<file path="src/hdl/prl_pkg.sv">
package prl_pkg;

   // Number of record cells in the chain.
   localparam int CAPACITY = 128;
   localparam int IDX_W    = (CAPACITY > 1) ? $clog2(CAPACITY) : 1;
   localparam int CNT_W    = $clog2(CAPACITY + 1);

   // Fixed field widths of the channels.
   localparam int FUNC_W  = 2;
   localparam int POS_W   = 8;
   localparam int KEY_W   = 31;
   localparam int AGE_W   = 8;
   localparam int HNDL_W  = 64;
   localparam int STAT_W  = 2;

   typedef enum logic [FUNC_W-1:0] {
      FUNC_INSERT = 2'd0,
      FUNC_DELETE = 2'd1,
      FUNC_SEARCH = 2'd2,
      FUNC_READ   = 2'd3
   } func_type;

   typedef enum logic [STAT_W-1:0] {
      ST_OK    = 2'd0,
      ST_RANGE = 2'd1,
      ST_FULL  = 2'd2,
      ST_MISS  = 2'd3
   } status_type;

   typedef struct packed {
      logic [KEY_W-1:0]  key;
      logic              sex;
      logic [AGE_W-1:0]  age;
      logic [HNDL_W-1:0] name;
      logic [HNDL_W-1:0] major;
   } record_type;

   typedef struct packed {
      status_type        status;
      logic [POS_W-1:0]  found_position;
      logic [POS_W-1:0]  list_length;
      record_type        rec;
   } result_type;

   // Control broadcast from the sequencer to every cell.
   typedef struct packed {
      logic             insert;
      logic             delete_op;
      logic             rotate;
      logic [IDX_W-1:0] first;
   } cell_ctl_type;

endpackage

</file>
<file path="src/hdl/prl_cell.sv">
module prl_cell (
   input  logic                   clock,
   input  prl_pkg::cell_ctl_type  ctl,
   input  logic [prl_pkg::IDX_W-1:0] my_index,
   input  prl_pkg::record_type    left_rec,
   input  prl_pkg::record_type    right_rec,
   input  prl_pkg::record_type    fresh_rec,
   output prl_pkg::record_type    rec
);
   import prl_pkg::*;

   record_type rec_ff;
   record_type rec_in;

   // A rotation pulls from the right neighbour, an insert opens a gap at the
   // target cell, and a delete closes it again from the right.
   always_comb begin
      rec_in = rec_ff;
      if (ctl.rotate) begin
         rec_in = right_rec;
      end else if (ctl.insert) begin
         if (my_index == ctl.first) begin
            rec_in = fresh_rec;
         end else if (my_index > ctl.first) begin
            rec_in = left_rec;
         end
      end else if (ctl.delete_op && (my_index >= ctl.first)) begin
         rec_in = right_rec;
      end
   end

   always_ff @(posedge clock) begin
      rec_ff <= rec_in;
   end

   assign rec = rec_ff;

endmodule

</file>
<file path="config.mk">
export PLATFORM = sky130hd
export DESIGN_NAME = prl_cell
export DESIGN_NICKNAME = d
export VERILOG_FILES = /design/src/hdl/prl_pkg.sv /design/src/hdl/prl_cell.sv
export SDC_FILE = /design/constraint.sdc
export NUM_CORES = 1
export LEC_CHECK = 0
export ABC_AREA = 0
export BUFFER_PORTS_ARGS = -buffer_cell sky130_fd_sc_hd__buf_2
export CAP_MARGIN = 20
export CORE_AREA = 2 2 267 269
export DETAILED_ROUTE_END_ITERATION = 7
export DIE_AREA = 0 0 269 271
export GPL_TIMING_DRIVEN = 0
export PLACE_DENSITY = 0.36
export SETUP_SLACK_MARGIN = 0.4
export SKIP_CTS_REPAIR_TIMING = 1
export SLEW_MARGIN = 40
export SYNTH_ARGS = -nofsm -noshare
export SYNTH_HDL_FRONTEND = slang
export SYNTH_SLANG_ARGS = --single-unit
export TNS_END_PERCENT = 5
</file>
<file path="constraint.sdc">
create_clock -name clock -period 8.78 [get_ports clock]
set_clock_uncertainty 0.15 [all_clocks]
set_input_delay 0.439 -clock clock [delete_from_list [all_inputs] [get_ports clock]]
set_output_delay 0.439 -clock clock [all_outputs]
set_load 0.02 [all_outputs]
</file>
# After elaboration in Yosys (flattened, before gate mapping)
# Index checks and enable logic that the tools add are counted.
[totals]
reg_bits = 168
latchBits = 0
ramBits = 0
romBits = 0
inputBits = 522
output_inout_bits = 168
elab_cells = 17
n_memories = 0
[classes]
addsub = 0
multipliers = 0
div = 0
order_cmp = 2
n_eq_ne = 2
shift = 0
muxes = 5
bitwise = 0
reduce_logical = 3
[ops]
columns = ["cell", "count"]
rows = [
  ["168-bit 2-to-1 mux", 5],
  ["7-bit == test", 1],
  ["7-bit >= comparator", 1],
  ["7-bit greater-than comparator", 1],
  ["4-bit by 2-bit != test with 1-bit output, second input constant", 1],
  ["3-bit nonzero test", 1],
  ["2-bit AND reduction", 1],
  ["1-bit logical AND", 1],
]

# Longest topological paths before layout
[depth]
depth_word = 5
ltp_mapped = 9

# Worst setup path before layout
# OpenSTA, ideal clock, no wires.
[synth_timing]
kind = "in2reg"
from = "in ctl[6] in the netlist's numbering"
to = "reg rec_ff (netlist bit rec[0]), enable pin"
arrival_time_ps = 5292
required_ps = 8071
setup_slack_ps = 2779
stages = 6
cell_sequence = "inv_1 > ha_1 > and4_1 > o21ai_0 > o221ai_1 > o31a_1"
[synth_via]
elab_chain_len = 4
word_cells_on_any_way = 7
cone_classes = "order compare: 2; eq/ne: 2; reduce/logical: 3"
[synth_lines]
columns = ["item", "line_no", "rtl"]
rows = [
  ["start: declaration", "prl_cell.sv:3", "input prl_pkg::cell_ctl_type ctl,"],
  ["7-bit >= comparator", "prl_cell.sv:27", "end else if (ctl.delete_op && (my_index >= ctl.first)) begin"],
  ["1-bit logical AND", "prl_cell.sv:27", ""],
  ["3-bit nonzero test (no line)", "n/a", ""],
  ["2-bit AND reduction (no line) (*)", "n/a", ""],
  ["end signal: assignment", "prl_cell.sv:33", "rec_ff <= rec_in;"],
  ["end: declaration", "prl_cell.sv:12", "record_type rec_ff;"],
]
# Mark *: on every way between the ends. The rest lies on a longest branch, timed or not.
# A chain may end at the register's enable or synchronous reset.

# Worst setup path in the final report
[layout_timing]
from = "in ctl[0] in the netlist's numbering"
to = "reg rec_ff (netlist bit rec[42]), enable pin"
# The elaborated chain is that of the path after synthesis.

==> flow_summary.ini <==
[finish]
finalNetCount = 2186
largest_register_ffs = 168
layout.cells.non_filler = 2614
drive_gt1_share_pct = 45.7
final_util_pct = 20.0
syn_to_final_growth_pct = 63.7

[pwr]
power_w = 0.00249
combPwrFrac_pct = 26.5
p_sw_w = 0.000837
p_leak_nw = 6.32
p_seq_share_pct = 43.1
p_int_w = 0.00165
swShare_pct = 33.7
p_per_area_nw_per_um2 = 178
ir_drop_mv = 0.0768
p_clk_share_pct = 30.4

[min_path]
hp-class = input pin to flip-flop

[floorplanning]
die_h_um = 271
floorplan.rows = 97
die_area_um2 = 72900
die_w_um = 269
start_util_pct = 12.2
core_um2 = 69800
ios = 690

[sta]
max-slew-margin-rel_pct = 51.6
report.final.slew_viol_count = 0
tightest_slew_ns = 0.722
whs_ns = 0.155
rsz0062_at_grt = no
fin_crit_sh_pct = 34.8
hold_viol_final = 0
fin_crit_ns = 3.05
final-setup-viol-count = 0
fmax_mhz = 327

[routing]
vias_per_cell = 3.84
vias = 10000
drcViolationCount = 0
met3WireLength_mm = 4.06
wl_met1_mm = 17.3
antenna_left = 0
wl_met2_mm = 24.3
dr.max_layer_used = met5
route.final.wire_length_mm = 47.3
wl_per_cell_um = 18.1
dr.pass1.iters = 5
drt_iter0_markers = 510

[cts]
cts_root_buf = clkbuf_16
cts_buffer_depth = 2
cts_tree = yes
clk_pin_slew_ns = 0.08
cts_made_buffers = 17
cts.sinks = 168
htree_num_levels = 4

[critical_path]
arrival_ns = 3.13
start_kind = input pin
path_cells = buf_2, ha_1, nand2b_1, a211oi_1, o221ai_1, o31a_2, buf_16, buf_16, buf_16, buf_16, buf_16
critPathKind = input pin to flip-flop
cp_slowest_cell = a211oi_1
critPathCaptureType = flip-flop
cpPeakStageDelay_ns = 0.63
crit_top_cell = buf_16
worstPathMaxFanout = 21
required_ns = 8.86

[synthesis]
synth.avg_cell_area_um2 = 9.08
syn-num-nets = 1469
syn_inst = 940
synth-seq-cells = 168
yosysUniqueCellTypes = 19
yosysSeqAreaShare_pct = 59.1
yosys_warnings = 0
syn_area_um2 = 8540

[global_route]
first_global_vias = 10100
grt_pass1_wl_mm = 64.3
antenna_found_initial = 9
grt_max_degree = 22
overflow = 0
grtUsageTotal_pct = 12.3

[place]
place_inst = 2578
port-buffer-count = 689
gp_congestion = 0.903
dpl.hpwl_mm = 39.6

[flow_run]
drv_cap = 0

[run_status]
status = finished, final reports clean
[cells in the mapped netlist]
cell type | count | area, µm²
buf_4 | 14 | 105
nor2_1 | 168 | 631
nand4_1 | 1 | 6.26
nand2b_1 | 1 | 6.26
nor2b_1 | 1 | 6.26
buf_2 | 18 | 90.1
a21oi_1 | 1 | 5.00
nand2_1 | 337 | 1260
edfxtp_1 | 168 | 5040
o21ai_0 | 1 | 5.00
a31oi_1 | 168 | 1050
inv_1 | 7 | 26.3
a211oi_1 | 2 | 15.0
o31a_1 | 1 | 8.76
clkbuf_1 | 41 | 154
ha_1 | 7 | 87.6
and4_1 | 2 | 17.5
buf_1 | 1 | 3.75
o221ai_1 | 1 | 8.76
[worst paths after layout]
path                       start  slack (ns)  endpoint  cells after the start
setup / recovery          ctl[0]        5.73   rec[42]                     11
hold / removal    right_rec[158]        0.16  rec[158]                      3
[metal layers]
metal | GRT usage, % | vias up
li1 | - | 4737
met1 | 12.9 | 4736
met2 | 22.1 | 499
met3 | 4.27 | 73
met4 | 5.41 | 2
met5 | 0 | -
[through the flow]
stage,worst slack (ns),setup TNS (ns),instance area (µm²)
floorplan,2.78,0,8540
global placement,-0.251,-36.79,13200
detailed placement,5.09,0,13400
CTS,5.64,0,14000
global route,5.59,0,14000
finish,5.73,0,14000
[cell usage in the layout, fill, tap and decap left out]
master	instances
and4_1	2
nor2b_1	1
diode_2	4
ha_1	7
o21ai_0	1
o31a_2	1
clkbuf_2	1
inv_1	7
edfxtp_1	168
nand2b_1	1
o221ai_1	1
a31oi_1	168
nand2_1	337
clkinv_1	1
buf_4	14
buf_2	707
clkinv_4	2
buf_16	9
clkbuf_1	40
buf_1	1
clkbuf_16	17
clkinvlp_4	1
nor2_1	168
inv_6	6
nand4_1	1
a211oi_1	2
inv_8	4
clkinv_2	1
a21oi_1	1
[cell type report]
type,count,area (µm²)
Clock buffer,17,425
Clock inverter,15,131
Buffer,74,354
Tap cell,940,1180
Sequential cell,168,5040
Inverter,7,26.3
Timing Repair Buffer,698,3700
Fill cell,7877,55800
Multi-Input combinational cell,691,3110
Antenna cell,4,10.0
[cells by family (layout without fill, tap and decap cells)]
family,Yosys count,count (layout),share of synthesized area (%)
compound gates,174,174,12.8
fa+ha+maj,7,7,1.03
buf+inv,81,811,4.44
flops,168,168,59.1
other cells,0,4,0
simple gates,510,510,22.6
[worst max-delay path: cells and delay by family]
kind / cells / cell delay, ns
buffers and inverters: 6 / 1.02
adders and majority gates: 1 / 0.31
and+or+nand+nor: 1 / 0.15
AOI/OAI and AO/OA: 3 / 1.14
[power groups by stage]
stage               registers, W  clock network, W  logic [W]
finish                   0.00107          0.000757   0.000658
global placement         0.00111                 0   0.000645
global route             0.00109          0.000824   0.000706
detailed placement       0.00109                 0   0.000668
floorplan                0.00127                 0   0.000125
CTS                      0.00108          0.000798   0.000669
Power figures use the tool's default switching activity.
