<file path="src/hdl/prl_pkg.sv">
package prl_pkg;

   // Number of record cells in the chain.
   localparam int CAPACITY = 128;
   localparam int IDX_W    = (CAPACITY > 1) ? $clog2(CAPACITY) : 1;
   localparam int CNT_W    = $clog2(CAPACITY + 1);

   // Fixed field widths of the channels.
   localparam int FUNC_W  = 2;
   localparam int POS_W   = 8;
   localparam int KEY_W   = 31;
   localparam int AGE_W   = 8;
   localparam int HNDL_W  = 64;
   localparam int STAT_W  = 2;

   typedef enum logic [FUNC_W-1:0] {
      FUNC_INSERT = 2'd0,
      FUNC_DELETE = 2'd1,
      FUNC_SEARCH = 2'd2,
      FUNC_READ   = 2'd3
   } func_type;

   typedef enum logic [STAT_W-1:0] {
      ST_OK    = 2'd0,
      ST_RANGE = 2'd1,
      ST_FULL  = 2'd2,
      ST_MISS  = 2'd3
   } status_type;

   typedef struct packed {
      logic [KEY_W-1:0]  key;
      logic              sex;
      logic [AGE_W-1:0]  age;
      logic [HNDL_W-1:0] name;
      logic [HNDL_W-1:0] major;
   } record_type;

   typedef struct packed {
      status_type        status;
      logic [POS_W-1:0]  found_position;
      logic [POS_W-1:0]  list_length;
      record_type        rec;
   } result_type;

   // Control broadcast from the sequencer to every cell.
   typedef struct packed {
      logic             insert;
      logic             delete_op;
      logic             rotate;
      logic [IDX_W-1:0] first;
   } cell_ctl_type;

endpackage

</file>
<file path="src/hdl/prl_if.sv">
interface prl_req_if;
   import prl_pkg::*;

   logic              valid;
   logic              ready;
   logic [FUNC_W-1:0] func;
   logic [POS_W-1:0]  position;
   logic [KEY_W-1:0]  key;
   logic              sex_bit;
   logic [AGE_W-1:0]  age_value;
   logic [HNDL_W-1:0] name_handle;
   logic [HNDL_W-1:0] major_handle;

   modport source (output valid, func, position, key, sex_bit, age_value, name_handle,
                   major_handle, input ready);
   modport sink (input valid, func, position, key, sex_bit, age_value, name_handle,
                 major_handle, output ready);
endinterface

interface prl_rsp_if;
   import prl_pkg::*;

   logic              valid;
   logic              ready;
   logic [STAT_W-1:0] status;
   logic [POS_W-1:0]  found_position;
   logic [POS_W-1:0]  list_length;
   logic [KEY_W-1:0]  out_key;
   logic              out_sex;
   logic [AGE_W-1:0]  out_age;
   logic [HNDL_W-1:0] out_name;
   logic [HNDL_W-1:0] out_major;

   modport source (output valid, status, found_position, list_length, out_key, out_sex,
                   out_age, out_name, out_major, input ready);
   modport sink (input valid, status, found_position, list_length, out_key, out_sex,
                 out_age, out_name, out_major, output ready);
endinterface

</file>
<file path="src/hdl/prl_ctrl.sv">
module prl_ctrl (
   input  logic                  clock,
   input  logic                  reset,
   prl_req_if.sink               req_ch,
   prl_rsp_if.source             rsp_ch,
   input  prl_pkg::record_type   head_rec,
   output prl_pkg::cell_ctl_type ctl
);
   import prl_pkg::*;

   localparam int CMP_W = ((CNT_W > POS_W) ? CNT_W : POS_W) + 1;

   typedef enum logic {
      S_IDLE,
      S_ROTATE
   } state_type;

   state_type         state_ff, state_in;
   logic [CNT_W-1:0]  count_ff, count_in;
   logic [IDX_W-1:0]  step_ff, step_in;
   logic              search_ff, search_in;
   logic [IDX_W-1:0]  first_ff, first_in;
   logic [KEY_W-1:0]  key_ff, key_in;
   logic              found_ff, found_in;
   logic [CNT_W-1:0]  fpos_ff, fpos_in;
   record_type        rec_ff, rec_in;
   logic              pend_valid_ff, pend_valid_in;
   result_type        pend_ff, pend_in;
   logic              out_valid_ff, out_valid_in;
   result_type        out_ff, out_in;

   func_type          func;
   logic              accept;
   logic [CMP_W-1:0]  pos_x;
   logic [CMP_W-1:0]  cnt_x;
   logic              pos_ok_ins;
   logic              pos_ok_rd;
   logic              full;
   logic              hit;
   logic              grab;
   logic              last_step;
   logic              out_free;

   assign req_ch.ready = (state_ff == S_IDLE) && !pend_valid_ff;
   assign accept       = req_ch.valid && req_ch.ready;
   assign func         = func_type'(req_ch.func);

   assign pos_x      = CMP_W'(req_ch.position);
   assign cnt_x      = CMP_W'(count_ff);
   assign pos_ok_ins = (pos_x != '0) && (pos_x <= cnt_x + CMP_W'(1));
   assign pos_ok_rd  = (pos_x != '0) && (pos_x <= cnt_x);
   assign full       = (count_ff == CNT_W'(CAPACITY));

   // During a rotation, cell 0 holds the entry whose index equals the step.
   assign last_step = (step_ff == IDX_W'(CAPACITY - 1));
   assign hit  = search_ff && !found_ff && (head_rec.key == key_ff)
                 && (CNT_W'(step_ff) < count_ff);
   assign grab = !search_ff && (step_ff == first_ff);
   assign out_free = !out_valid_ff || rsp_ch.ready;

   always_comb begin
      ctl.insert    = accept && (func == FUNC_INSERT) && pos_ok_ins && !full;
      ctl.delete_op = accept && (func == FUNC_DELETE) && pos_ok_rd;
      ctl.rotate    = (state_ff == S_ROTATE);
      ctl.first     = IDX_W'(req_ch.position - POS_W'(1));
   end

   always_comb begin
      state_in      = state_ff;
      count_in      = count_ff;
      step_in       = step_ff;
      search_in     = search_ff;
      first_in      = first_ff;
      key_in        = key_ff;
      found_in      = found_ff;
      fpos_in       = fpos_ff;
      rec_in        = rec_ff;
      pend_valid_in = pend_valid_ff;
      pend_in       = pend_ff;
      out_valid_in  = out_valid_ff;
      out_in        = out_ff;

      if (ctl.insert) begin
         count_in = count_ff + CNT_W'(1);
      end else if (ctl.delete_op) begin
         count_in = count_ff - CNT_W'(1);
      end

      if (accept) begin
         pend_in.status         = ST_OK;
         pend_in.found_position = '0;
         pend_in.list_length    = POS_W'(count_in);
         pend_in.rec            = '0;
         pend_valid_in          = 1'b1;
         unique case (func)
            FUNC_INSERT: begin
               if (!pos_ok_ins) begin
                  pend_in.status = ST_RANGE;
               end else if (full) begin
                  pend_in.status = ST_FULL;
               end
            end
            FUNC_DELETE: begin
               if (!pos_ok_rd) begin
                  pend_in.status = ST_RANGE;
               end
            end
            FUNC_SEARCH: begin
               if (count_ff == '0) begin
                  pend_in.status = ST_MISS;
               end else begin
                  pend_valid_in = 1'b0;
                  state_in      = S_ROTATE;
               end
            end
            FUNC_READ: begin
               if (!pos_ok_rd) begin
                  pend_in.status = ST_RANGE;
               end else begin
                  pend_valid_in = 1'b0;
                  state_in      = S_ROTATE;
               end
            end
            default: begin
               pend_in.status = ST_OK;
            end
         endcase
         step_in   = '0;
         search_in = (func == FUNC_SEARCH);
         first_in  = ctl.first;
         key_in    = req_ch.key;
         found_in  = 1'b0;
         fpos_in   = '0;
      end

      if (state_ff == S_ROTATE) begin
         step_in = step_ff + IDX_W'(1);
         if (hit) begin
            found_in = 1'b1;
            fpos_in  = CNT_W'(step_ff) + CNT_W'(1);
         end
         if (grab) begin
            rec_in = head_rec;
         end
         if (last_step) begin
            state_in                = S_IDLE;
            pend_valid_in           = 1'b1;
            pend_in.found_position  = POS_W'(fpos_in);
            pend_in.list_length     = POS_W'(count_ff);
            pend_in.rec             = search_ff ? '0 : rec_in;
            pend_in.status          = (search_ff && !found_in) ? ST_MISS : ST_OK;
         end
      end

      if (out_free) begin
         out_valid_in = pend_valid_ff;
         if (pend_valid_ff) begin
            out_in        = pend_ff;
            pend_valid_in = 1'b0;
         end
      end
   end

   always_ff @(posedge clock) begin
      if (reset) begin
         state_ff      <= S_IDLE;
         count_ff      <= '0;
         pend_valid_ff <= 1'b0;
         out_valid_ff  <= 1'b0;
      end else begin
         state_ff      <= state_in;
         count_ff      <= count_in;
         pend_valid_ff <= pend_valid_in;
         out_valid_ff  <= out_valid_in;
      end
      step_ff   <= step_in;
      search_ff <= search_in;
      first_ff  <= first_in;
      key_ff    <= key_in;
      found_ff  <= found_in;
      fpos_ff   <= fpos_in;
      rec_ff    <= rec_in;
      pend_ff   <= pend_in;
      out_ff    <= out_in;
   end

   assign rsp_ch.valid          = out_valid_ff;
   assign rsp_ch.status         = out_ff.status;
   assign rsp_ch.found_position = out_ff.found_position;
   assign rsp_ch.list_length    = out_ff.list_length;
   assign rsp_ch.out_key        = out_ff.rec.key;
   assign rsp_ch.out_sex        = out_ff.rec.sex;
   assign rsp_ch.out_age        = out_ff.rec.age;
   assign rsp_ch.out_name       = out_ff.rec.name;
   assign rsp_ch.out_major      = out_ff.rec.major;

endmodule

</file>
<file path="src/flat_wrapper.sv">
// flat-port wrapper written by rule: the top's interface ports become plain ports
module prl_ctrl_flat import prl_pkg::*;
  (clock, reset, head_rec, ctl, req_ch_valid, req_ch_func, req_ch_position, req_ch_key, req_ch_sex_bit, req_ch_age_value, req_ch_name_handle, req_ch_major_handle, req_ch_ready, rsp_ch_valid, rsp_ch_status, rsp_ch_found_position, rsp_ch_list_length, rsp_ch_out_key, rsp_ch_out_sex, rsp_ch_out_age, rsp_ch_out_name, rsp_ch_out_major, rsp_ch_ready);
  prl_req_if req_ch_i ();
  prl_rsp_if rsp_ch_i ();
  input  logic clock;
  input  logic reset;
  input  prl_pkg::record_type head_rec;
  output prl_pkg::cell_ctl_type ctl;
  input wire logic [$bits(req_ch_i.valid)-1:0] req_ch_valid;
  input wire logic [$bits(req_ch_i.func)-1:0] req_ch_func;
  input wire logic [$bits(req_ch_i.position)-1:0] req_ch_position;
  input wire logic [$bits(req_ch_i.key)-1:0] req_ch_key;
  input wire logic [$bits(req_ch_i.sex_bit)-1:0] req_ch_sex_bit;
  input wire logic [$bits(req_ch_i.age_value)-1:0] req_ch_age_value;
  input wire logic [$bits(req_ch_i.name_handle)-1:0] req_ch_name_handle;
  input wire logic [$bits(req_ch_i.major_handle)-1:0] req_ch_major_handle;
  output wire logic [$bits(req_ch_i.ready)-1:0] req_ch_ready;
  output wire logic [$bits(rsp_ch_i.valid)-1:0] rsp_ch_valid;
  output wire logic [$bits(rsp_ch_i.status)-1:0] rsp_ch_status;
  output wire logic [$bits(rsp_ch_i.found_position)-1:0] rsp_ch_found_position;
  output wire logic [$bits(rsp_ch_i.list_length)-1:0] rsp_ch_list_length;
  output wire logic [$bits(rsp_ch_i.out_key)-1:0] rsp_ch_out_key;
  output wire logic [$bits(rsp_ch_i.out_sex)-1:0] rsp_ch_out_sex;
  output wire logic [$bits(rsp_ch_i.out_age)-1:0] rsp_ch_out_age;
  output wire logic [$bits(rsp_ch_i.out_name)-1:0] rsp_ch_out_name;
  output wire logic [$bits(rsp_ch_i.out_major)-1:0] rsp_ch_out_major;
  input wire logic [$bits(rsp_ch_i.ready)-1:0] rsp_ch_ready;
  assign req_ch_i.valid = req_ch_valid;
  assign req_ch_i.func = req_ch_func;
  assign req_ch_i.position = req_ch_position;
  assign req_ch_i.key = req_ch_key;
  assign req_ch_i.sex_bit = req_ch_sex_bit;
  assign req_ch_i.age_value = req_ch_age_value;
  assign req_ch_i.name_handle = req_ch_name_handle;
  assign req_ch_i.major_handle = req_ch_major_handle;
  assign req_ch_ready = req_ch_i.ready;
  assign rsp_ch_valid = rsp_ch_i.valid;
  assign rsp_ch_status = rsp_ch_i.status;
  assign rsp_ch_found_position = rsp_ch_i.found_position;
  assign rsp_ch_list_length = rsp_ch_i.list_length;
  assign rsp_ch_out_key = rsp_ch_i.out_key;
  assign rsp_ch_out_sex = rsp_ch_i.out_sex;
  assign rsp_ch_out_age = rsp_ch_i.out_age;
  assign rsp_ch_out_name = rsp_ch_i.out_name;
  assign rsp_ch_out_major = rsp_ch_i.out_major;
  assign rsp_ch_i.ready = rsp_ch_ready;
  prl_ctrl u_core (.clock(clock), .reset(reset), .req_ch(req_ch_i), .rsp_ch(rsp_ch_i), .head_rec(head_rec), .ctl(ctl));
endmodule
</file>
<file path="config.mk">
export PLATFORM = sky130hd
export DESIGN_NAME = prl_ctrl_flat
export DESIGN_NICKNAME = d
export VERILOG_FILES = /design/src/hdl/prl_pkg.sv /design/src/hdl/prl_if.sv /design/src/hdl/prl_ctrl.sv /design/src/flat_wrapper.sv
export SDC_FILE = /design/constraint.sdc
export NUM_CORES = 1
export LEC_CHECK = 0
export BUFFER_PORTS_ARGS = -buffer_cell sky130_fd_sc_hd__clkbuf_2
export CAP_MARGIN = 20
export CELL_PAD_IN_SITES_DETAIL_PLACEMENT = 1
export CELL_PAD_IN_SITES_GLOBAL_PLACEMENT = 2
export CORE_ASPECT_RATIO = 0.8
export CORE_MARGIN = 2
export CORE_UTILIZATION = 40
export CTS_CLUSTER_DIAMETER = 50
export DETAILED_ROUTE_END_ITERATION = 7
export PLACE_DENSITY = 0.91
export SETUP_SLACK_MARGIN = 0.2
export SLEW_MARGIN = 20
export SYNTH_ARGS = -nofsm -noshare
export SYNTH_HDL_FRONTEND = slang
export SYNTH_SLANG_ARGS = --single-unit
</file>
<file path="constraint.sdc">
create_clock -name clock -period 24.5 [get_ports clock]
set_input_delay 2.45 -clock clock [delete_from_list [all_inputs] [get_ports clock]]
set_output_delay 2.45 -clock clock [all_outputs]
set_load 0.01 [all_outputs]
</file>
# Yosys cells after proc, flatten, opt, wreduce, memory -nomap -nowiden
# Index checks and enable logic that the tools add are counted.
# op_classes
reduce_logical	27
n_div	0
shift	0
bitwise	1
magnitude_cmp	3
mux	36
add_sub_neg	6
eq_ne	7
n_mul	0
# ops
operator	count
2-to-1 mux 186 bit	3
2-to-1 mux 168 bit	2
2-to-1 mux 8 bit	5
== test 31 bit	1
2-to-1 mux 1 bit	17
logical AND 1 bit	14
2-to-1 mux 7 bit	2
adder 8 x 1 -> 9 bit (second input constant)	1
less-or-equal comparator 8 x 9 -> 1 bit	1
nonzero test 9 bit	1
adder 7 x 1 -> 8 bit (second input constant)	1
adder 8 x 1 -> 8 bit (second input constant)	1
== test 8 bit (second input constant)	1
less-or-equal comparator 8 bit	1
zero test 8 bit	1
< comparator 7 x 8 -> 1 bit	1
2-to-1 mux 2 bit	4
subtractor 8 x 1 -> 8 bit (second input constant)	1
adder 7 x 1 -> 7 bit (second input constant)	1
== test 7 bit	1
== test 7 bit (second input constant)	1
subtractor 7 x 1 -> 7 bit (second input constant)	1
zero test 1 bit	6
case mux 2 bit (3 select lines)	1
other kinds (9)	11
# totals
latch_bits	0
mem_count	0
out_inout_bits	198
inputBits	350
regBits	606
mem_bits_ro	0
ram_bits	0

# Logic depth before layout (Yosys ltp)
# logic_depth
word_depth	11
depth_mapped	14
mapped_depth_nobuf	12

# Worst setup path before layout
# OpenSTA, ideal clock, no wires.
# synth_path
path_type	input to register
startpoint	input port rsp_ch_ready
endpoint	register u_core.out_ff, in the netlist u_core.rsp_ch.found_position[0] (enable)
stages	2
t_arrival_ps	10724
setup_slack_ps	13019
n_path_buf	0
path_cell_list	nor2b_1 -> nor2b_1
# synth_via
elab_chain_len	2
# synth_rtl
item	line_no	source
start: declaration	flat_wrapper.sv:28	input wire logic [$bits(rsp_ch_i.ready)-1:0] rsp_ch_ready;
logical OR 1 bit	prl_ctrl.sv:59	assign out_free = !out_valid_ff || rsp_ch.ready;
AND reduction 2 bit (no line)	n/a	
end signal: assignment	prl_ctrl.sv:184	out_ff <= out_in;
end: declaration	prl_ctrl.sv:30	result_type out_ff, out_in;
# No other way between the ends.
# A chain may end at the register's enable or synchronous reset.

==> flow_summary_export.csv <==
group,metric,value,unit
timing,rsz0062_at_grt,"false",
yosys,ys_ff_latch,606,
layout,layout_commonest_cell,"clkbuf_2",
timing,fin_setup_tns,0,ps
route,drc,0,
setup_path,endpoint_kind,"output pin",
clock_network,cts_buffer_depth,3,
timing,max-slew-margin-rel,9.25,%
layout,syn_to_final_growth,22.0,%
setup_path,rr_endpoint,"u_core.pend_ff[173]$_DFF_P_",
setup_path,critPathKind,"input pin to output pin",
clock_network,cts_hold_buffers,0,
route,dr.pass1.iters,4,
timing,fin_ws,17670,ps
timing,slew_violations,0,
place,io_buffers,410,
yosys,synth_xor_area_share,2.34,%
place,dpl.hpwl,37.3,mm
yosys,synth_top_family_by_area,"compound AO/OA/AOI/OAI gates",
floorplanning,start_util,40.5,%
yosys,syn-num-nets,1741,
timing,fmax,146,MHz
clock_network,cts_setup_buffers,0,
timing,setup_viol,0,
timing,tightest_slew,1360,ps
global_route,grt.total_usage,20.0,%
run,maxCapViolations,0,
timing,finalWorstPathRequiredPeriod,6830,ps
clock_network,clkTransAtPathRegs,60,ps
yosys,netlist-cell-type-count,57,
setup_path,ff2ff_setup_slack,20540,ps
yosys,synth_edf_count,400,
place,place_congestion,0.835,
layout,final_cell_mix,"clkbuf_2 (410), edfxtp_1 (400), dfxtp_1 (205)",
layout,fin_area,0.0274,sq mm
floorplanning,die_h,216,um
run_status,status,"finished, final reports clean",
place,placed_cells,2450,
clock_network,htreeDepth,3,
yosys,postSynth.asyncResetShare,0,%
global_route,grt_first_pass_wirelength,89.0,mm
clock_network,numCtsBuffers,66,
pwr,ir_drop,0.0516,mV
global_route,grt_pass1_vias,14775,
setup_path,cp-start-kind,"input pin",
route,wl_per_cell,22.9,um
hold_path,hold_path.class,"flop to flop",
layout,stdcell_count,2575,
setup_path,setup.worst_path.end,"ctl[9]",
setup_path,reg2reg_from,"u_core.count_ff[4]$_SDFF_PP0_",
pwr,comb_power_share,6.9,%
floorplanning,core,0.0554,sq mm
pwr,power.leakage,10.3,nW
yosys,syn_inst,1364,
yosys,syn_area_per_cell,16.5,sq um
setup_path,crit_path_max_fanout,17,
floorplanning,design.die.area,0.0580,sq mm
clock_network,postCtsResizedCells,0,
floorplanning,rows,77,
global_route,grt_max_degree,156,
clock_network,clk_latency,600,ps
global_route,grtUsageMet2,33.8,%
setup_path,crit_path_start,"req_ch_position[2]",
place,place_ws,17690,ps
pwr,power_switching_share,23.2,%
global_route,grt.overflow.total,0,
clock_network,clock_sinks,606,
route,wirelength,59.0,mm
layout,fin_util,49.4,%
pwr,netSwitchingPower,540,uW
route,postRouteAntennaNets,0,
clock_network,cts-root-buf,"clkbuf_16",
place,place_area,0.0251,sq mm
yosys,yosysTopAreaCell,"edfxtp_1",
yosys,synthSimpleGateAreaFrac,3.47,%
setup_path,worstPathArrival,4380,ps
setup_path,reg2reg_depth,12,
route,drt_iter0_drc,971,
global_route,antenna_found_initial,4,
setup_path,required,22050,ps
global_route,top_usage_layer,"met2",
yosys,yosysTopAreaCellShare,53.5,%
floorplanning,io_pins,548,
timing,hold_violations,0,
yosys,synth_compound_area_share,9.59,%
global_route,grt_use_met3,5.69,%
yosys,synth_ff_type,"edfxtp_1",
clock_network,tritoncts,"yes",
yosys,muxShareOfSynthArea,8.74,%
global_route,met1_usage,24.4,%
route,vias,13771,
layout,nets,2146,
yosys,synthAdderAreaFrac,1.50,%
pwr,clkPwrFrac,43.5,%
pwr,pwr-share-seq,49.6,%
yosys,yosysSeqAreaShare,71.9,%
pwr,power_density,85.1,mW/mm^2
layout,drive_gt1_share,38.9,%
floorplanning,dieWidth,269,um
route,avgViaCountPerCell,5.35,
yosys,syn_area,0.0224,sq mm
yosys,synthTopCellsByArea,"edfxtp_1 (54%), dfxtp_1 (18%), mux2_2 (8.4%), a32o_1 (7.5%), xor2_1 (1.7%)",
yosys,yosysWarningCount,0,
timing,fin_crit_sh,27.9,%
pwr,intPower,1.79,mW
timing,worst_clock_skew,31.9,ps
[worst min-delay path by stage]
stage                                 from                                endpoint  slack, ps  cells past startpoint
2_1_floorplan  u_core.pend_ff[175]$_DFF_P_  u_core.rsp_ch.list_length[7]$_DFFE_PP_        400                      0
6_report        u_core.pend_ff[30]$_DFF_P_   u_core.rsp_ch.out_major[30]$_DFFE_PP_        410                      0
3_3_place_gp    u_core.pend_ff[49]$_DFF_P_   u_core.rsp_ch.out_major[49]$_DFFE_PP_        410                      0
4_1_cts         u_core.pend_ff[30]$_DFF_P_   u_core.rsp_ch.out_major[30]$_DFFE_PP_        410                      0
3_5_place_dp   u_core.pend_ff[175]$_DFF_P_  u_core.rsp_ch.list_length[7]$_DFFE_PP_        420                      0
5_1_grt        u_core.pend_ff[137]$_DFF_P_      u_core.rsp_ch.out_key[0]$_DFFE_PP_        440                      0
[per-stage QoR]
step | power (mW) | hold slack (ps)
floorplan | 1.27 | 400
global placement | 1.33 | 412
detailed placement | 1.34 | 417
CTS | 2.36 | 414
global route | 2.41 | 436
finish | 2.33 | 413
[critical path: stages]
cell	delay, ps
clkbuf_2	150
ha_1	360
a21oi_1	150
a211o_1	150
o211ai_1	130
a21oi_2	700
clkbuf_2	270
[state kept, by name, summed over array words and instances (netlist names), 2 cells and up]
register / count
u_core.rsp_ch.found_position: 8
u_core.rsp_ch.list_length: 8
u_core.rec_ff: 168
u_core.rsp_ch.out_age: 8
u_core.rsp_ch.status: 2
u_core.step_ff: 7
u_core.rsp_ch.out_key: 31
u_core.rsp_ch.out_name: 64
u_core.count_ff: 8
u_core.first_ff: 7
u_core.pend_ff: 186
u_core.rsp_ch.out_major: 64
u_core.fpos_ff: 8
u_core.key_ff: 31
[power groups by stage]
stage	Clock, mW	Sequential, mW	Combinational [mW]
2_1_floorplan	0	1.19	0.0765
3_3_place_gp	0	1.17	0.156
3_5_place_dp	0	1.18	0.162
4_1_cts	1.04	1.15	0.164
5_1_grt	1.08	1.16	0.175
6_report	1.01	1.15	0.161
[area by class of cell]
cell class              instances  area, sq um
diodes                          3         7.51
clock buffers                  88         1790
clock inverters                33          428
fillers                      5475        28000
inverters                      17         68.8
multi-input cells             651         5790
flip-flops and latches        606        16100
well taps                     750          938
repair buffers                427         2220
[synthesized netlist by cell type, types with 2 or more instances]
library cell and n:
edfxtp_1 400, dfxtp_1 206, a32o_1 168, mux2_2 168, xor2_1 43, clkbuf_1 39, nor2_1 35, nand2_1 29
buf_2 28, ha_1 27, nand3_1 25, a21oi_1 23, xnor2_1 17, buf_6 15, inv_1 13, nor4_1 11
nor3_1 9, nor2b_1 8, mux2i_1 7, nand4_1 7, and2_1 6, o21ai_0 6, or3_1 6, a22oi_1 5
and3_1 5, buf_1 5, o211ai_1 4, a2bb2oi_1 3, a31oi_1 3, clkinv_1 3, nor3b_1 3, o21a_1 3
o22ai_1 3, a211o_1 2, a211oi_1 2, a21boi_0 2, a21o_1 2, a311o_1 2, buf_4 2, nand3b_1 2
[logic make-up (layout without fill, tap and decap cells)]
family                     after synthesis  count (layout)
AOI/OAI and AO/OA                      238             238
adders and majority gates               27              27
DFF                                    606             606
xor gates and xnor gates                60              60
buffers and inverters                  107             565
muxes                                  175             175
other                                    0               3
and+or+nand+nor                        151             151
[routing by layer]
layer	up-vias	part of all wire, %
li1	6208	-
met1	7068	41
met2	396	50
met3	97	6.8
met4	2	2.6
met5	-	0.022
No activity file was read; power rests on OpenSTA's default activity.
